## src/hw/rtl/mrwe_pkg.sv

```systemverilog
// ---------------------------------------------------------------------------
// mrwe_pkg: shared types and constants for the message ring
// Field widths of the request and result items and the sequencer state type.
// ---------------------------------------------------------------------------
package mrwe_pkg;

  // Request field widths.
  localparam int LEN_W  = 16;
  localparam int CHAR_W = 8;
  localparam int IDX_W  = 12;

  // Free-running start and end counters.
  localparam int CNT_W  = 64;

  // Request kinds carried in the operation field.
  localparam logic OP_CHAR = 1'b0;
  localparam logic OP_READ = 1'b1;

  // Sequencer states, one-hot coded.
  typedef enum logic [8:0] {
    S_CLEAR  = 9'b000000001,
    S_IDLE   = 9'b000000010,
    S_READ   = 9'b000000100,
    S_SPACE  = 9'b000001000,
    S_EVREAD = 9'b000010000,
    S_EVTEST = 9'b000100000,
    S_WRCHAR = 9'b001000000,
    S_WRTERM = 9'b010000000,
    S_DONE   = 9'b100000000
  } state_t;

endpackage

```

## src/hw/rtl/mrwe_step.sv

```systemverilog
// ---------------------------------------------------------------------------
// mrwe_step: shared counter step unit
// Advances a free-running counter by one and its ring position with wrap.
// ---------------------------------------------------------------------------
module mrwe_step
  import mrwe_pkg::*;
#(
  parameter int RING_SIZE = 4096,
  parameter int AW        = 12
) (
  input  logic [CNT_W-1:0] cnt,
  input  logic [AW-1:0]    pos,
  output logic [CNT_W-1:0] cnt_inc,
  output logic [AW-1:0]    pos_inc
);

  localparam logic [AW-1:0] LAST_POS = AW'(RING_SIZE - 1);

  // Counter increment and position increment that wraps at the ring size.
  always_comb begin
    cnt_inc = cnt + CNT_W'(1);
    if (pos == LAST_POS) begin
      pos_inc = '0;
    end else begin
      pos_inc = pos + AW'(1);
    end
  end

endmodule

```

## config.mk

```make
export PLATFORM = sky130hd
export DESIGN_NAME = mrwe_step
export DESIGN_NICKNAME = d
export VERILOG_FILES = /design/src/hw/rtl/mrwe_pkg.sv /design/src/hw/rtl/mrwe_step.sv
export SDC_FILE = /design/constraint.sdc
export NUM_CORES = 1
export LEC_CHECK = 0
export BUFFER_PORTS_ARGS = -buffer_cell sky130_fd_sc_hd__buf_2
export CAP_MARGIN = 20
export CORE_AREA = 5 5 69 71
export DETAILED_ROUTE_END_ITERATION = 10
export DIE_AREA = 0 0 74 76
export PLACE_DENSITY = 0.87
export SLEW_MARGIN = 5
export SYNTH_ARGS = -nofsm -noshare
export SYNTH_HDL_FRONTEND = slang
export SYNTH_SLANG_ARGS = --single-unit
```

## constraint.sdc

```tcl
create_clock -name vclk -period 7.5
set_input_delay 1.5 -clock vclk [all_inputs]
set_output_delay 1.5 -clock vclk [all_outputs]
set_load 0.03 [all_outputs]
```

==> reports/metrics.yaml <==
syn_inst: 258
drtAntennaViolNets: 0
fillers: 405
post_cts_buffers: 0
dp_hpwl_um: 5540
cellLeakagePower_nw: 1.14
first_global_vias: 2313
initial_core_util: 0.394
slew_violations: 0
criticalPathCategory: "primary input to primary output"
core_mm2: 0.00417
synth_area_mm2: 0.00164
synth.area.top_cells: "xor2_1 21%, xnor2_1 17%, nand4_1 8.8%"
ys_seq_area_frac: 0
grt_max_degree: 14
min_period_over_period: 0.704
run_status: "finished, final reports clean"
internal_power_w: 0.0000463
antenna_cells: 0
nets: 487
design.seq.count: 0
comb_power_share: 1.000
drcViolationCount: 0
dieHeight_um: 76
cp.arrival_ns: 3.78
pwr-share-clk: 0
max_cap_viol_count: 0
hp-class: "primary input to primary output"
gp_congestion: 0.899
worstPathMaxFanout: 13
yosys_warnings: 0
yosysTopAreaCellShare: 0.213
ir_worst_vdd_mv: 0.0387
io_pins: 152
clkbuf_count: 0
port_buffers: 152
drtPass1Iterations: 4
postRouteWirelength_um: 6220
netlist-cell-type-count: 25
place_area_mm2: 0.00245
final_area_mm2: 0.00245
die_w_um: 74
p_sw_frac: 0.676
via_per_inst: 5.33
powerDensity_mw_per_mm2: 58.2
p_switching_w: 0.0000967
fp-row-count: 24
rsz0062_at_grt: "false"
endpoint_kind: "primary output"
setup.worst_path.start_class: "primary input"
postSynthAreaPerCell_um2: 6.37
routedWlPerCell_um: 13.6
crit_required_ns: 6.00
dr_total_vias: 2448
layout_common_cells: "152 x buf_2, 40 x xor2_1, 36 x nand2_1, 34 x nor2_1, 31 x xnor2_1"
fin_crit_ns: 5.28
setup_violations: 0
grt_pass1_wl_um: 9820
slew_headroom: 0.526
worst_pin_slew_ns: 0.705
seqCellArea_um2: 0
areaGrowthSynthToFinish_pct: 49.4
ctsHoldBuffers: 0
synthesis.nets: 336
dieArea_mm2: 0.00562
grt_util_all_layers: 0.204
synth_top_area_cell: "xor2_1"
setup_tns_ns: 0
drive_gt1_frac: 0.405
antenna_found_initial: 0
final_common_cell: "buf_2"
final_hold_viol_count: 0
max_freq_mhz: 189
drtIter0Drc: 79
p_seq_frac: 0
overflow: 0
ctsResizeCount: 0
==> cells in the mapped netlist <==
| master | instances |
|---|---|
| buf_2 | 2 |
| nand3_1 | 25 |
| or4_1 | 1 |
| nand4b_1 | 1 |
| xnor2_1 | 31 |
| xor2_1 | 40 |
| nor2b_1 | 1 |
| nor4_4 | 1 |
| nand3_2 | 2 |
| inv_1 | 9 |
| nand2_1 | 36 |
| or3_1 | 1 |
| nor4b_1 | 1 |
| nor3_1 | 11 |
| nor4_1 | 14 |
| nand4_1 | 23 |
| ha_1 | 2 |
| nand4_2 | 2 |
| nor3_2 | 5 |
| nor2_1 | 34 |
| and4_1 | 4 |
| clkbuf_1 | 1 |
| and3_1 | 6 |
| o21ai_0 | 2 |
| nor4_2 | 3 |
==> power groups by stage <==
stage | registers (W) | clock network (W) | logic [W]
detailed placement | 0 | 0 | 0.000143
CTS | 0 | 0 | 0.000143
finish | 0 | 0 | 0.000143
global placement | 0 | 0 | 0.000141
floorplan | 0 | 0 | 0.0000809
global route | 0 | 0 | 0.000153
==> critical path, cell delays in order <==
cell and delay, ns:
buf_2 0.11, ha_1 0.24, nand4_1 0.19, nor4_1 0.47
nand3_2 0.43, nor4_1 0.41, xor2_1 0.20, buf_2 0.22
==> per-layer routing <==
metal,up-vias,part of all wire,track usage
li1,1224,-,-
met1,1101,0.38,0.239
met2,111,0.51,0.389
met3,12,0.082,0.0119
met4,0,0.018,0.0453
met5,-,0,0
==> metrics by stage <==
step	setup WS (ns)	utilization	total power, W	instances	hold slack (ns)
floorplan	2.69	-	0.0000809	258	3.11
global placement	2.35	0.588	0.000141	459	3.30
global route	1.93	0.588	0.000153	459	3.32
finish	2.22	0.588	0.000143	459	3.31
detailed placement	2.27	0.588	0.000143	459	3.31
CTS	2.26	0.588	0.000143	459	3.31
==> kinds of logic after synthesis <==
| family | after synthesis | synth area share |
|---|---|---|
| AO/OA/AOI/OAI | 2 | 0.00609 |
| AND/OR/NAND/NOR | 171 | 0.571 |
| adder cells (fa/ha/maj) | 2 | 0.0152 |
| XOR/XNOR | 71 | 0.379 |
| buffers and inverters | 12 | 0.0289 |
==> final timing paths <==
check	startpoint	endpoint	depth (start not counted)
hold / removal	cnt[63]	cnt_inc[63]	3
setup / recovery	cnt[0]	cnt_inc[38]	8
==> cell type report <==
type                       instances  area [µm²]  area share
tap                               52        65.1      0.0265
inverter                           9        33.8      0.0138
multi-input combinational        246        1600       0.650
timing repair buffer             152         761       0.310
Power figures use the tool's default switching activity.
